$ cat src/rtl/weighted_thread_selector_macros.svh
// Assertion helpers for the thread selector.
`ifndef WEIGHTED_THREAD_SELECTOR_MACROS_SVH
`define WEIGHTED_THREAD_SELECTOR_MACROS_SVH

// Same-cycle implication, disabled during reset.
`define WTS_ASSERT_NOW(label, clk, rst_n, ante, cons, msg) \
  label: assert property (@(posedge clk) disable iff (!rst_n) (ante) |-> (cons)) \
    else $error(msg);

// Next-cycle implication, disabled during reset.
`define WTS_ASSERT_NEXT(label, clk, rst_n, ante, cons, msg) \
  label: assert property (@(posedge clk) disable iff (!rst_n) (ante) |=> (cons)) \
    else $error(msg);

`endif

$ cat src/rtl/wts_pkg.sv
package wts_pkg;

  localparam int MAX_THREADS = 7;
  localparam int NUM_ENTRIES = MAX_THREADS + 1;
  localparam int COUNT_BITS  = 16;
  localparam int IDX_BITS    = 3;
  localparam int LVL_BITS    = 6;
  // count plus twice the index
  localparam int W_BITS      = COUNT_BITS + 1;

  localparam logic [1:0] OP_WRITE   = 2'd0;
  localparam logic [1:0] OP_RESCHED = 2'd1;
  localparam logic [1:0] OP_REQUEST = 2'd2;

  typedef struct packed {
    logic [1:0]          operation;
    logic [IDX_BITS-1:0] thread_index;
    logic                entry_present;
    logic                entry_running;
    logic                entry_stopped;
    logic [LVL_BITS-1:0] entry_level;
    logic                clear_count;
    logic [LVL_BITS-1:0] current_level;
    logic                in_exception;
    logic                wait_flag;
  } in_item_t;

  typedef struct packed {
    logic                switched;
    logic                deferred;
    logic [IDX_BITS-1:0] chosen_thread;
    logic [IDX_BITS-1:0] active_now;
    logic [IDX_BITS-1:0] pending_now;
  } out_item_t;

  typedef struct packed {
    logic latch;
    logic write_entry;
    logic req_defer;
    logic scan_init;
    logic scan_step;
    logic sel_scan;
    logic commit_defer;
    logic do_switch;
    logic load_out;
  } ctrl_cmd_t;

  typedef struct packed {
    logic [1:0] op;
    logic       in_exc;
    logic       hold;
    logic       scan_last;
    logic       differs;
    logic       out_free;
  } dp_status_t;

endpackage

$ cat src/rtl/wts_datapath.sv
module wts_datapath (
  input  logic               clk_i,
  input  logic               rst_ni,
  input  wts_pkg::in_item_t  item_i,
  input  wts_pkg::ctrl_cmd_t cmd_i,
  output wts_pkg::dp_status_t status_o,
  input  logic               out_stall_i,
  output logic               out_valid_o,
  output wts_pkg::out_item_t out_item_o
);
  import wts_pkg::*;

  in_item_t item_q;

  logic [NUM_ENTRIES-1:0] present_q, running_q, stopped_q;
  logic [LVL_BITS-1:0]    level_q [NUM_ENTRIES];
  logic [COUNT_BITS-1:0]  count_q [NUM_ENTRIES];

  logic [IDX_BITS-1:0] active_q, pending_q, scan_q, chosen_q;
  logic                found_q;
  logic [W_BITS-1:0]   best_w_q;
  logic [LVL_BITS-1:0] best_lvl_q;
  logic                switched_q, deferred_q;
  logic                out_valid_q;
  out_item_t           out_q;

  logic [IDX_BITS-1:0]   rd_idx;
  logic [LVL_BITS-1:0]   rd_lvl;
  logic [COUNT_BITS-1:0] rd_cnt;
  logic [W_BITS-1:0]     rd_w;
  logic                  eligible, take;

  // single table read port: scan pointer or switch target
  assign rd_idx = cmd_i.sel_scan ? scan_q : chosen_q;
  assign rd_lvl = level_q[rd_idx];
  assign rd_cnt = count_q[rd_idx];

  always_comb begin
    rd_w     = W_BITS'(rd_cnt) + W_BITS'({rd_idx, 1'b0});
    eligible = present_q[rd_idx] && running_q[rd_idx] && !stopped_q[rd_idx] &&
               (rd_lvl >= item_q.current_level) && (rd_lvl >= best_lvl_q);
    take     = eligible && (!found_q || (rd_w < best_w_q));
  end

  always_ff @(posedge clk_i) begin
    if (cmd_i.latch) begin
      item_q <= item_i;
    end
  end

  // thread table
  always_ff @(posedge clk_i or negedge rst_ni) begin
    if (!rst_ni) begin
      present_q <= '0;
      running_q <= NUM_ENTRIES'(1);
      stopped_q <= '0;
      for (int i = 0; i < NUM_ENTRIES; i++) begin
        level_q[i] <= '0;
        count_q[i] <= '0;
      end
    end else if (cmd_i.write_entry) begin
      present_q[item_q.thread_index] <= item_q.entry_present;
      running_q[item_q.thread_index] <= item_q.entry_running;
      stopped_q[item_q.thread_index] <= item_q.entry_stopped;
      level_q[item_q.thread_index]   <= item_q.entry_level;
      if (item_q.clear_count) begin
        count_q[item_q.thread_index] <= '0;
      end
    end else if (cmd_i.do_switch && !stopped_q[chosen_q]) begin
      running_q[chosen_q] <= 1'b1;
      if (rd_cnt != '1) begin
        count_q[chosen_q] <= rd_cnt + COUNT_BITS'(1);
      end
    end
  end

  // scheduling state and scan registers
  always_ff @(posedge clk_i or negedge rst_ni) begin
    if (!rst_ni) begin
      active_q   <= '0;
      pending_q  <= '0;
      scan_q     <= '0;
      chosen_q   <= '0;
      found_q    <= 1'b0;
      best_w_q   <= '0;
      best_lvl_q <= '0;
      switched_q <= 1'b0;
      deferred_q <= 1'b0;
    end else begin
      if (cmd_i.latch) begin
        chosen_q   <= (item_i.operation == OP_REQUEST) ? item_i.thread_index : '0;
        switched_q <= 1'b0;
        deferred_q <= 1'b0;
      end
      if (cmd_i.req_defer) begin
        if (pending_q < item_q.thread_index) begin
          pending_q <= item_q.thread_index;
        end
        deferred_q <= 1'b1;
      end
      if (cmd_i.scan_init) begin
        scan_q     <= IDX_BITS'(1);
        chosen_q   <= '0;
        found_q    <= 1'b0;
        best_w_q   <= '0;
        best_lvl_q <= '0;
      end
      if (cmd_i.scan_step) begin
        scan_q <= scan_q + IDX_BITS'(1);
        if (take) begin
          found_q    <= 1'b1;
          best_w_q   <= rd_w;
          best_lvl_q <= rd_lvl;
          chosen_q   <= scan_q;
        end
      end
      if (cmd_i.commit_defer) begin
        pending_q  <= chosen_q;
        deferred_q <= 1'b1;
      end
      if (cmd_i.do_switch && !stopped_q[chosen_q]) begin
        active_q   <= chosen_q;
        switched_q <= 1'b1;
      end
    end
  end

  // output register
  always_ff @(posedge clk_i or negedge rst_ni) begin
    if (!rst_ni) begin
      out_valid_q <= 1'b0;
    end else if (cmd_i.load_out) begin
      out_valid_q <= 1'b1;
    end else if (!out_stall_i) begin
      out_valid_q <= 1'b0;
    end
  end

  always_ff @(posedge clk_i) begin
    if (cmd_i.load_out) begin
      out_q.switched      <= switched_q;
      out_q.deferred      <= deferred_q;
      out_q.chosen_thread <= chosen_q;
      out_q.active_now    <= active_q;
      out_q.pending_now   <= pending_q;
    end
  end

  assign out_valid_o = out_valid_q;
  assign out_item_o  = out_q;

  always_comb begin
    status_o.op        = item_q.operation;
    status_o.in_exc    = item_q.in_exception;
    status_o.hold      = (active_q == '0) && !item_q.wait_flag;
    status_o.scan_last = (scan_q == IDX_BITS'(MAX_THREADS));
    status_o.differs   = (chosen_q != active_q);
    status_o.out_free  = !out_valid_q || !out_stall_i;
  end

endmodule

$ cat src/rtl/wts_ctrl.sv
module wts_ctrl (
  input  logic                clk_i,
  input  logic                rst_ni,
  input  logic                in_valid_i,
  output logic                in_stall_o,
  input  wts_pkg::dp_status_t status_i,
  output wts_pkg::ctrl_cmd_t  cmd_o
);
  import wts_pkg::*;

  localparam logic [2:0] S_IDLE    = 3'd0;
  localparam logic [2:0] S_EXEC    = 3'd1;
  localparam logic [2:0] S_SCAN    = 3'd2;
  localparam logic [2:0] S_RESOLVE = 3'd3;
  localparam logic [2:0] S_SWITCH  = 3'd4;
  localparam logic [2:0] S_FINISH  = 3'd5;

  logic [2:0] state_q, state_d;

  assign in_stall_o = (state_q != S_IDLE);

  always_comb begin
    state_d = state_q;
    cmd_o   = '0;
    unique case (state_q)
      S_IDLE: begin
        if (in_valid_i) begin
          cmd_o.latch = 1'b1;
          state_d     = S_EXEC;
        end
      end
      S_EXEC: begin
        unique case (status_i.op)
          OP_WRITE: begin
            cmd_o.write_entry = 1'b1;
            state_d           = S_FINISH;
          end
          OP_RESCHED: begin
            if (status_i.hold) begin
              state_d = S_FINISH;
            end else begin
              cmd_o.scan_init = 1'b1;
              state_d         = S_SCAN;
            end
          end
          OP_REQUEST: begin
            if (status_i.in_exc) begin
              cmd_o.req_defer = 1'b1;
              state_d         = S_FINISH;
            end else begin
              state_d = S_SWITCH;
            end
          end
          default: state_d = S_FINISH;
        endcase
      end
      S_SCAN: begin
        cmd_o.sel_scan  = 1'b1;
        cmd_o.scan_step = 1'b1;
        if (status_i.scan_last) begin
          state_d = S_RESOLVE;
        end
      end
      S_RESOLVE: begin
        if (!status_i.differs) begin
          state_d = S_FINISH;
        end else if (status_i.in_exc) begin
          cmd_o.commit_defer = 1'b1;
          state_d            = S_FINISH;
        end else begin
          state_d = S_SWITCH;
        end
      end
      S_SWITCH: begin
        cmd_o.do_switch = 1'b1;
        state_d         = S_FINISH;
      end
      S_FINISH: begin
        if (status_i.out_free) begin
          cmd_o.load_out = 1'b1;
          state_d        = S_IDLE;
        end
      end
      default: state_d = S_IDLE;
    endcase
  end

  always_ff @(posedge clk_i or negedge rst_ni) begin
    if (!rst_ni) begin
      state_q <= S_IDLE;
    end else begin
      state_q <= state_d;
    end
  end

endmodule

$ cat src/rtl/weighted_thread_selector.sv
// channel | direction | handshake                | payload
// in      | to block  | in_valid_i / in_stall_o  | in_item_i  (wts_pkg::in_item_t)
// out     | from block| out_valid_o / out_stall_i| out_item_o (wts_pkg::out_item_t)
//
// One item at a time. Write and unused ops and held reschedules go from execute to
// finish, a request via switch unless deferred, a scanning reschedule via scan,
// resolve and, if it switches, switch: one table entry is read per scan cycle.
// Reset clears the whole table at once (entry 0 marked running); no sweep.
// The result sits in an output register; while it is stalled the finished item
// waits in its last state and the input stays stalled until the register frees.
`include "weighted_thread_selector_macros.svh"

module weighted_thread_selector (
  input  logic               clk_i,
  input  logic               rst_ni,
  input  logic               in_valid_i,
  output logic               in_stall_o,
  input  wts_pkg::in_item_t  in_item_i,
  output logic               out_valid_o,
  input  logic               out_stall_i,
  output wts_pkg::out_item_t out_item_o
);
  import wts_pkg::*;

  // command and status between sequencer and datapath
  ctrl_cmd_t  cmd;
  dp_status_t status;

  // terms for the checks below
  logic in_beat;
  logic is_switch, switch_ok;
  logic is_defer, defer_ok;

  wts_ctrl u_ctrl (
    .clk_i      (clk_i),
    .rst_ni     (rst_ni),
    .in_valid_i (in_valid_i),
    .in_stall_o (in_stall_o),
    .status_i   (status),
    .cmd_o      (cmd)
  );

  // thread table, scan unit and output register
  wts_datapath u_dp (
    .clk_i       (clk_i),
    .rst_ni      (rst_ni),
    .item_i      (in_item_i),
    .cmd_i       (cmd),
    .status_o    (status),
    .out_stall_i (out_stall_i),
    .out_valid_o (out_valid_o),
    .out_item_o  (out_item_o)
  );

  assign in_beat   = in_valid_i && !in_stall_o;
  assign is_switch = out_valid_o && out_item_o.switched;
  assign switch_ok = (out_item_o.active_now == out_item_o.chosen_thread) &&
                     !out_item_o.deferred;
  assign is_defer  = out_valid_o && out_item_o.deferred;
  assign defer_ok  = out_item_o.pending_now >= out_item_o.chosen_thread;

  // a beat taken leaves the input stalled in the next cycle
  `WTS_ASSERT_NEXT(a_busy_after_beat, clk_i, rst_ni, in_beat, in_stall_o, "no busy after beat")
  // a switch leaves the chosen thread active
  `WTS_ASSERT_NOW(a_switch_active, clk_i, rst_ni, is_switch, switch_ok, "switch result wrong")
  // a deferral leaves pending at or above the chosen thread
  `WTS_ASSERT_NOW(a_defer_pending, clk_i, rst_ni, is_defer, defer_ok, "deferral lost pending")

endmodule

$ cat config.mk
export PLATFORM = sky130hd
export DESIGN_NAME = weighted_thread_selector
export DESIGN_NICKNAME = d
export VERILOG_FILES = /design/src/rtl/wts_pkg.sv /design/src/rtl/wts_datapath.sv /design/src/rtl/wts_ctrl.sv /design/src/rtl/weighted_thread_selector.sv
export VERILOG_INCLUDE_DIRS = /design/src /design/src/rtl
export SDC_FILE = /design/constraint.sdc
export NUM_CORES = 1
export LEC_CHECK = 0
export BUFFER_PORTS_ARGS = -buffer_cell sky130_fd_sc_hd__buf_2
export CAP_MARGIN = 20
export CORE_MARGIN = 2
export CORE_UTILIZATION = 55
export CTS_CLUSTER_SIZE = 40
export DETAILED_ROUTE_END_ITERATION = 16
export PLACE_DENSITY = 0.72
export RECOVER_POWER = 100
export SLEW_MARGIN = 20
export SYNTH_ARGS = -nofsm -noshare
export SYNTH_HDL_FRONTEND = slang
export SYNTH_SLANG_ARGS = --single-unit
$ cat constraint.sdc
create_clock -name clk_i -period 10.07 [get_ports clk_i]
set_clock_uncertainty 0.1 [all_clocks]
set_input_delay 1.007 -clock clk_i [delete_from_list [all_inputs] [get_ports clk_i]]
set_output_delay 1.007 -clock clk_i [all_outputs]
set_load 0.1 [all_outputs]
==> results of run 1 <==
==> worst max-delay path, stage by stage, from the launching register on <==
cell and delay (ns):
dfrtp_1 0.61, nand4bb_1 0.63, a21boi_0 0.34, inv_1 0.69, clkbuf_1 1.36, a221oi_1 0.31, nor4_1 0.78, nand3_1 0.20
or4_1 0.77, nor2_1 0.23, ha_1 0.17, nand3_1 0.11, or4_1 0.55, o2111ai_2 0.46, buf_4 0.40, mux2_2 0.37
==> worst max path at each step <==
| stage | slack [ns] | cells past startpoint | startpoint | to |
|---|---|---|---|---|
| 6_report | 1.80 | 15 | u_ctrl.state_q[1] | u_dp.chosen_q[2] |
| 5_1_grt | 1.43 | 16 | u_ctrl.state_q[1] | u_dp.best_w_q[7] |
| 4_1_cts | 3.06 | 19 | u_ctrl.state_q[1] | u_dp.chosen_q[0] |
| 3_5_place_dp | 3.09 | 19 | u_ctrl.state_q[1] | u_dp.best_w_q[9] |
| 3_3_place_gp | 3.24 | 16 | u_ctrl.state_q[1] | u_dp.best_lvl_q[5] |
| 2_1_floorplan | 4.53 | 21 | u_ctrl.state_q[0] | u_dp.best_w_q[12] |
==> logic make-up (layout without fill, tap and decap cells) <==
group                    after synthesis  in the layout  synth area share
AO/OA/AOI/OAI                        218            218            0.0993
flip-flops                           276            276             0.499
AND/OR/NAND/NOR                      424            424             0.141
adder cells (fa/ha/maj)               40             40            0.0358
XOR/XNOR                              30             30            0.0185
multiplexers                         214            214             0.167
buffers and inverters                125            156            0.0398
==> stage by stage <==
stage          instance area (um^2)  cells
2_1_floorplan                 14200   1327
3_3_place_gp                  14600   1636
3_5_place_dp                  14600   1636
4_1_cts                       15500   1687
5_1_grt                       15400   1688
6_report                      15400   1688
==> cell usage after synthesis (4+ instances only) <==
master,instances
a21o_1,6
a21oi_1,44
a221oi_1,14
a22o_1,5
a22oi_1,6
a311oi_1,7
a31o_2,5
and2_1,14
and3_1,9
buf_1,4
buf_2,20
buf_6,8
clkbuf_1,42
dfrtp_1,241
edfxtp_1,34
ha_1,39
inv_1,46
mux2_1,15
mux2_2,77
mux2i_1,113
mux4_2,8
nand2_1,209
nand2b_1,11
nand3_1,57
nand4_1,6
nand4b_1,7
nor2_1,54
nor2b_1,8
nor3_1,15
nor4_1,4
o211ai_1,4
o21a_1,6
o21ai_0,70
o21ai_1,23
or3_1,7
xnor2_1,12
xor2_1,18
==> sequential cells by signal (all words and copies together) (netlist names), 3 cells and up <==
signal and count:
u_dp.out_item_o 11, u_dp.status_o 3, u_dp.present_q 8, u_dp.running_q 8
u_dp.scan_q 3, u_dp.stopped_q 8, u_dp.active_q 3, u_dp.chosen_q 3
u_dp.level_q 48, u_dp.item_q 20, u_dp.best_lvl_q 6, u_dp.count_q 128
u_dp.pending_q 3, u_ctrl.state_q 3, u_dp.best_w_q 17
==> area by class of cell <==
type,count,area [um^2]
inverter,48,180
fill,2138,9830
timing repair buffer,57,278
clock buffer,48,887
clock inverter,3,40.0
multi-input combinational,926,6540
sequential,276,7080
tap,330,413
==> routing by layer <==
layer	routed length (um)	vias up	GRT usage
met5	0	-	0
met1	16400	5244	0.394
met2	16400	378	0.436
li1	-	4714	-
met3	2180	73	0.0359
met4	1080	0	0.0862
==> where the power goes <==
part	total [uW]	internal (uW)	switching (uW)	leakage, uW
clock network	1040	619	424	0.000456
registers	1710	1470	237	0.00355
logic	2190	779	1410	0.00277
==> summary.md, run 1 <==
| Metric | Value |
|---|---|
| Run status | complete, but fails checks |
| Violated checks | capacitance limit, slew limit |
| Worst hold-check path type | flip-flop to flip-flop |
| Hold Worst Slack | roughly 0.35 ns |
| F_max | roughly 0.12 GHz |
| Row cnt | 58 |
| Commonest non-fill, non-tap cell in the layout | dfrtp_1 |
| Hold path depth | 0 |
| First-pass GRT wire length | ~58,000 um |
| Post-Synthesis Cells | roughly 1,300 |
| Max-cap viol count | 9 |
| Placement Setup Slack | 3.09 ns |
| Synth area leader | dfrtp_1 |
| Drt total wl | roughly 36,000 um |
| Top Ports | 40 |
| Post-detailed-route wirelength per cell | 21.4 um |
| DIE AREA | around 0.027 mm^2 |
| Largest net degree at the start of global routing | 142 |
| DRC Markers | 0 |
| Initial core utilization | 0.562 |
| Layout Nets | around 1,400 |
| CTS Buffer Depth | 3 |
| DRT Pass-1 Iters | 5 |
| R2R Path End | u_dp.chosen_q[2] |
| Vias per inst | 6.17 |
| Final Hold Vio Count | 0 |
| Synth Flop Type | dfrtp_1 |
| Period minus WS final | approximately 8.3 ns |
| LEAKAGE | 0.00677 uW |
| Setup TNS | 0 ns |
| GPL Wtd Cong | 0.893 |
| Share of layout cells above drive strength 1 | 0.130 |
| R2r worst-path depth | 15 |
| Slew Viols, Final | 274 |
| Hold_buf cts | 0 |
| RSZ-0062 raised after global routing | false |
| Yosys warns | 0 |
| Setup slack after layout | around 1.8 ns |
| Core Util, Final | 0.611 |
| Final ANT Viol Nets | 0 |
| Top-area cell type share of the netlist area | 0.425 |
| Worst-path clk slew | ~0.060 ns |
| Netlist Area Pre-Place | 0.0142 mm^2 |
| H-Tree Depth | 1 |
| Worst reg2reg path startpoint | u_ctrl.state_q[1] |
| CTS root buffer | clkbuf_16 |
| Die width | 165 um |
| Asr flop ratio synth | 0.877 |
| Gates resized, CTS repair | 0 |
| Sequential element share of the synthesized area | 0.499 |
| CP Launch Type | flip-flop |
| Register-to-register setup slack | 1.80 ns |
| Crit share post-route | 0.821 |
| DR vias | 10,400 |
| Cell Pwr Density | 320 mW/mm^2 |
| Vias in the first global route | 10,400 |
| Mean post-synth cell area | 10.7 um^2 |
| Slew HR | -2.77 |
| Remaining Overflow, GRT | 0 |
| Hold_sp | u_dp.switched_q |
| Hold endpoint | u_dp.out_item_o[10] |
| Unique cell type count in the Yosys netlist | 76 |
| Diodes inserted | 0 |
| Peak supply drop | roughly 0.18 mV |
| Area Growth Syn to Fin | 8.63% |
| Total CTS buffers | 29 |
| Commonest non-fill, non-tap cells in the layout | 241 x dfrtp_1, 209 x nand2_1, 112 x mux2i_1, 92 x o21ai_0, 77 x mux2_2 |
| Post-CTS Setup Inserts | 0 |
| Detailed Place HPWL | 22,900 um |
| Worst skew pair latency | 0.55 ns |
| EDFF count, synth | 34 |
| Final Setup Violations | 0 |
| Worst Setup End Kind | flip-flop |
| Worst Path Class, Setup | flip-flop to flip-flop |
| CTS tree | done |
| Worst Tran Pin Value | 5.66 ns |
| Synthesis-stage register bit count | 276 |
| Antenna violations before repair | 0 |
| # clock sinks | 276 |
| Die H | 165 um |
| Syn Nets | 1,394 |
| Largest cells by area after synthesis | dfrtp_1 42%, mux2i_1 8.0%, edfxtp_1 7.2% |
| Power Total | 4940 uW |
| GRT Total Usage | 0.274 |
| Worst path arrival time | 8.59 ns |
| Input/output buffers | 39 |
| 1st-iter DRT viols | roughly 1,000 |
| Core area | 0.0253 mm^2 |
| Required time worst endpoint | 10.39 ns |
| CP Max Fanout | 33 |
(Power assumes the default switching activity.)
==> inputs of run 2 (changes only) <==
Clock period 10.07 ns to 8.1 ns, I/O delays scaled along.
==> summary.md, run 2 (synthesis results as in run 1) <==
| Metric | Value |
|---|---|
| Placement Setup Slack | 1.46 ns (-1.63 ns) |
| Period minus WS final | 7.05 ns (-1.22 ns) |
| Slew Viols, Final | 406 (+48%) |
| Worst Tran Pin Value | 5.26 ns (-0.402 ns) |
| Total CTS buffers | 30 (+3.4%) |
| Required time worst endpoint | 8.44 ns (-1.95 ns) |
| F_max | 0.142 GHz (+17%) |
| Worst reg2reg path startpoint | u_ctrl.state_q[1] |
| Vias per inst | 6.17 (about the same) |
| LEAKAGE | 0.00682 uW (+0.66%) |
| Max-cap viol count | 11 (+2) |
| Largest net degree at the start of global routing | 100 (-30%) |
| Slowest cell on the critical path | inv_1 |
| Critical Path Start | u_ctrl.state_q[1] |
| 1st-iter DRT viols | 941 (-8.2%) |
| GRT Total Usage | 0.278 (+0.00441) |
| Worst skew pair latency | 0.57 ns (+0.02 ns) |
| Slew HR | -2.50 (+0.268) |
| DRT Pass-1 Iters | 6 (+1) |
| Initial core utilization | 0.562 (unchanged) |
| # fillers | 2,142 (+0.19%) |
| DIE AREA | 0.0271 mm^2 (unchanged) |
| Die width | 165 um (unchanged) |
| First-pass GRT wire length | 58,100 um (+1.0%) |
| Biggest registers after layout | u_dp.count_q x128, u_dp.level_q x48, u_dp.item_q x20 |
| # clock sinks | 276 (unchanged) |
| CP Max Fanout | 23 (-30%) |
| Area Growth Syn to Fin | 9.08% |
| DRC Markers | 0 (unchanged) |
| Commonest non-fill, non-tap cells in the layout | 241 x dfrtp_1, 209 x nand2_1, 112 x mux2i_1, 89 x o21ai_0, 77 x mux2_2 |
| Run status | complete, but fails checks |
| Antenna violations before repair | 0 (unchanged) |
| H-Tree Depth | 1 (unchanged) |
| GPL Wtd Cong | 0.978 (+9.5%) |
| Final Hold Vio Count | 0 (unchanged) |
| Violated checks | capacitance limit, slew limit |
| Register bank with the most flops | u_dp.count_q |
| Setup slack after layout | 1.05 ns (-0.750 ns) |
| Input/output buffers | 39 (unchanged) |
| Worst Setup End Kind | flip-flop |
| Diodes inserted | 0 (unchanged) |
| Comb power frac | 0.438 (-0.005) |
| Row cnt | 58 (unchanged) |
| Post-detailed-route wirelength per cell | 21.5 um (+0.74%) |
| Layout Nets | 1,411 (+0.43%) |
| Remaining Overflow, GRT | 0 (unchanged) |
| Max reg flops | 128 (unchanged) |
| DR vias | 10,500 (+0.59%) |
| Detailed Place HPWL | 23,500 um (+2.3%) |
| CP Launch Type | flip-flop |
| Final Cell Area | 0.0155 mm^2 (+0.41%) |
| Drt total wl | 36,600 um (+1.3%) |
| Sw frac | 0.419 (about the same) |
| Post-CTS Setup Inserts | 0 (unchanged) |
| Top Ports | 40 (unchanged) |
| Gates resized, CTS repair | 0 (unchanged) |
| Worst Path Class, Setup | flip-flop to flip-flop |
| Commonest non-fill, non-tap cell in the layout | dfrtp_1 |
| Register share of total power | 0.342 (-0.004) |
| Die H | 165 um (unchanged) |
| CTS tree | done |
| Core area | 0.0253 mm^2 (unchanged) |
| Clk network pwr share | 0.221 (+0.010) |
| Worst hold-check path type | input port to flip-flop |
| Cell Pwr Density | 402 mW/mm^2 (+26%) |
| DP Area | 0.0146 mm^2 (+0.25%) |
| Setup TNS | 0 ns (unchanged) |
| Hold_sp | in_item_i[3] |
| Share of layout cells above drive strength 1 | 0.135 (+0.00490) |
| RSZ-0062 raised after global routing | false |
| Register Area | 0.00708 mm^2 (unchanged) |
| Worst path arrival time | 7.39 ns (-1.20 ns) |
| Peak supply drop | 0.314 mV (+77%) |
| Final ANT Viol Nets | 0 (unchanged) |
| Vias in the first global route | 10,300 (-1.0%) |
| Worst-path clk slew | 0.06 ns (about the same) |
| Switch Pwr | 2610 uW (+26%) |
| CTS root buffer | clkbuf_16 |
| CTS Buffer Depth | 3 (unchanged) |
| Area of the multi-input gates | 0.00652 mm^2 (-0.38%) |
| Critical path cell sequence | nand4bb_1 > a21boi_0 > inv_1 > buf_4 > mux4_2 > inv_1 > ha_1 > a21o_1 > a21oi_1 > nor3b_1 > nand2_1 > or3_1 > xnor2_1 > ha_1 > nand4_1 > or4_1 > o2111ai_2 > buf_4 > mux2_2 |
| Final Setup Violations | 0 (unchanged) |
| P_int | 3620 uW (+26%) |
| Worst stage delay on the critical path | 0.76 ns (-0.60 ns) |
| Crit share post-route | 0.870 (+0.0491) |
| Hold_buf cts | 0 (unchanged) |
-- run 2: changes by cell type in the layout (fill, tap and decap cells not counted), sizes merged --
cell	delta
clkinv	+2
inv	+2
clkbuf	-1
bufinv	+2
buf	+5
-- run 2: path summary, 6_finish.rpt --
kind                       slack, ns                   to  cells past startpoint
hold reg to reg                 0.36  u_dp.out_item_o[10]                      0
setup reg to reg                1.05     u_dp.best_w_q[9]                     19
max in group asynchronous       1.95    u_dp.count_q[101]                      2
hold / removal                  0.32       u_dp.item_q[3]                      1
setup / recovery                1.05     u_dp.best_w_q[9]                     19
min in group asynchronous       2.05     u_dp.level_q[44]                      1
-- run 2: through the flow --
| stage | power, uW | hold slack [ns] | utilization | cells |
|---|---|---|---|---|
| floorplan | 4060 | 0.325 | - | 1327 |
| global placement | 4760 | 0.334 | 0.579 | 1641 |
| detailed placement | 4840 | 0.347 | 0.579 | 1642 |
| CTS | 6240 | 0.198 | 0.619 | 1698 |
| global route | 6620 | 0.305 | 0.613 | 1698 |
| finish | 6230 | 0.315 | 0.613 | 1698 |
-- run 2: power by group through the flow --
stage	sequential, uW	combinational (uW)	clock (uW)
after floorplan	2140	1920	0
after global placement	2120	2640	0
after detailed placement	2140	2710	0
after CTS	2120	2730	1390
after global routing	2170	3000	1450
final	2130	2720	1370
-- run 2: metal layers --
layer	wire [um]	track usage	vias up
li1	-	-	4743
met1	16300	0.402	5238
met2	16600	0.437	399
met3	2450	0.0367	90
met4	1180	0.0929	0
met5	0	0	-
-- run 2: cell type report --
cell class,instances,area share
tap,330,0.0267
inverter,48,0.0116
clock buffer,47,0.0552
timing repair buffer,62,0.0198
sequential,276,0.457
multi-input combinational,926,0.421
clock inverter,9,0.00857
-- run 2: critical path, delay by kind of cell (launching register included) --
family                   cells  cell delay [ns]
multiplexers                 2             0.77
adder cells (fa/ha/maj)      2             0.52
buffers and inverters        4             1.66
flip-flops                   1             0.61
XOR/XNOR                     1             0.16
AO/OA/AOI/OAI                4             0.93
AND/OR/NAND/NOR              6             2.16
==> inputs of run 3 (changes only) <==
Settings changed: CORE_UTILIZATION 55 to 63, PLACE_DENSITY 0.72 to 0.8.
==> summary.md, run 3 (synthesis results as in run 1) <==
| Metric | Value |
|---|---|
| Run status | complete, but fails checks |
| Violated checks | capacitance limit, slew limit |
| Worst skew pair latency | 0.56 ns (about the same) |
| Register share of total power | 0.342 (about the same) |
| GPL Wtd Cong | 0.924 (-5.5%) |
| Peak supply drop | 0.225 mV (-28%) |
| GRT Total Usage | 0.310 (+0.0315) |
| P_int | 3640 uW (+0.49%) |
| Gates resized, CTS repair | 0 (unchanged) |
| Post-CTS Setup Inserts | 0 (unchanged) |
| Period minus WS final | 7.30 ns (+0.252 ns) |
| Area Growth Syn to Fin | 8.75% |
| Biggest registers after layout | u_dp.count_q x128, u_dp.level_q x48, u_dp.item_q x20 |
| Delay-heaviest family, CP | compound AO/OA/AOI/OAI gates |
| Vias per inst | 6.53 (+5.9%) |
| Antenna violations before repair | 0 (unchanged) |
| Final Setup Violations | 0 (unchanged) |
| Detailed Place HPWL | 22,700 um (-3.3%) |
| Worst Path Class, Setup | flip-flop to flip-flop |
| Commonest non-fill, non-tap cells in the layout | 241 x dfrtp_1, 209 x nand2_1, 112 x mux2i_1, 93 x o21ai_0, 77 x mux2_2 |
| Core area | 0.0220 mm^2 (-13%) |
| Cell Pwr Density | 405 mW/mm^2 (+0.69%) |
| Register bank with the most flops | u_dp.count_q |
| Worst Tran Pin Value | 6.03 ns (+0.776 ns) |
| CP Max Fanout | 45 (+96%) |
| Commonest non-fill, non-tap cell in the layout | dfrtp_1 |
| Worst stage delay on the critical path | 2.36 ns (+1.60 ns) |
| Comb power frac | 0.438 (about the same) |
| Total CTS buffers | 29 (-3.3%) |
| Drt total wl | 36,200 um (-0.94%) |
| Setup TNS | 0 ns (unchanged) |
| CTS Buffer Depth | 3 (unchanged) |
| Diodes inserted | 0 (unchanged) |
| LEAKAGE | 0.00683 uW (+0.19%) |
| F_max | 0.137 GHz (-3.5%) |
| Max reg flops | 128 (unchanged) |
| Worst-path clk slew | 0.06 ns (about the same) |
| Crit share post-route | 0.901 (+0.0311) |
| Row cnt | 54 (-6.9%) |
| Initial core utilization | 0.646 (+0.0844) |
| Required time worst endpoint | 8.46 ns (+0.02 ns) |
| Slew HR | -3.02 (-0.518) |
| Hold_buf cts | 0 (unchanged) |
| Setup slack after layout | 0.800 ns (-0.252 ns) |
| Layout Nets | 1,411 (unchanged) |
| First-pass GRT wire length | 58,300 um (+0.27%) |
| Final Hold Vio Count | 0 (unchanged) |
| Worst Path Buf+Inv | 1 (-3) |
| CTS root buffer | clkbuf_16 |
| # clock sinks | 276 (unchanged) |
| H-Tree Depth | 1 (unchanged) |
| Critical path cell sequence | nand4bb_1 > a21boi_0 > inv_2 > a221oi_1 > nor4_1 > nand3_1 > or4_1 > o311ai_1 > nand2_1 > o21ai_0 |
| Post-detailed-route wirelength per cell | 22.0 um (+2.2%) |
| Worst path arrival time | 7.66 ns (+0.27 ns) |
| Input/output buffers | 39 (unchanged) |
| DRC Markers | 0 (unchanged) |
| Worst Setup End Kind | flip-flop |
| Top Ports | 40 (unchanged) |
| Final ANT Viol Nets | 0 (unchanged) |
| Die H | 154 um (-6.4%) |
| DIE AREA | 0.0237 mm^2 (-12%) |
| Switch Pwr | 2610 uW (+0.26%) |
| Clk network pwr share | 0.220 (about the same) |
| Max-cap viol count | 9 (-2) |
| Slew Viols, Final | 258 (-36%) |
| RSZ-0062 raised after global routing | false |
| Worst hold-check path type | input port to flip-flop |
| Placement Setup Slack | 0.922 ns (-0.537 ns) |
| Largest net degree at the start of global routing | 110 (+10%) |
| Share of layout cells above drive strength 1 | 0.136 (+0.000297) |
| Sw frac | 0.418 (-0.000554) |
| Slowest cell on the critical path | o311ai_1 |
| DR vias | 10,700 (+2.6%) |
| Vias in the first global route | 10,700 (+4.0%) |
| 1st-iter DRT viols | 1,148 (+22%) |
| DRT Pass-1 Iters | 7 (+1) |
| CP Launch Type | flip-flop |
| CTS tree | done |
| Die width | 154 um (-6.4%) |
| Remaining Overflow, GRT | 0 (unchanged) |
run 3: cell types whose count changed in the layout (fill, tap and decap cells not counted), sizes merged:
| cell | change |
|---|---|
| clkinv | -3 |
| buf | +1 |
| clkbuf | -1 |
run 3: per-stage QoR:
stage	hold WS (ns)	power (uW)	instance area, um^2	util	instances
2_1_floorplan	0.325	4060	14200	-	1327
3_3_place_gp	0.332	4720	14600	0.663	1591
3_5_place_dp	0.337	4830	14600	0.663	1591
4_1_cts	0.241	6210	15500	0.708	1643
5_1_grt	0.304	6610	15400	0.703	1645
6_report	0.319	6250	15400	0.703	1645
run 3: worst paths after layout:
check,start,endpoint,slack (ns),cells after the start
setup / recovery,u_ctrl.state_q[2],u_dp.count_q[115],0.80,10
hold / removal,in_item_i[13],u_dp.item_q[13],0.32,1
setup reg to reg,u_ctrl.state_q[2],u_dp.count_q[115],0.80,10
hold reg to reg,u_dp.deferred_q,u_dp.out_item_o[9],0.36,0
max in group asynchronous,rst_ni,u_dp.count_q[88],1.80,2
min in group asynchronous,rst_ni,u_dp.pending_q[0],2.38,1
run 3: power by group through the flow:
stage / Clock [uW] / Sequential, uW / Combinational (uW)
after floorplan: 0 / 2140 / 1920
after global placement: 0 / 2120 / 2600
after detailed placement: 0 / 2140 / 2690
after CTS: 1380 / 2120 / 2720
after global routing: 1450 / 2180 / 2980
final: 1370 / 2140 / 2740
run 3: cell type report:
type | count | area (um^2)
clock buffers | 46 | 870
clock inverters | 6 | 116
fillers | 1566 | 6520
inverters | 48 | 180
multi-input cells | 926 | 6510
flip-flops and latches | 276 | 7080
well taps | 280 | 350
repair buffers | 63 | 330
run 3: metal layers:
layer | part of all wire | global-route usage | wire [um] | up-vias
met5 | 0 | 0 | 0 | -
met3 | 0.082 | 0.0516 | 2950 | 124
met2 | 0.45 | 0.485 | 16300 | 517
li1 | - | - | - | 4730
met4 | 0.040 | 0.123 | 1440 | 0
met1 | 0.43 | 0.437 | 15500 | 5370
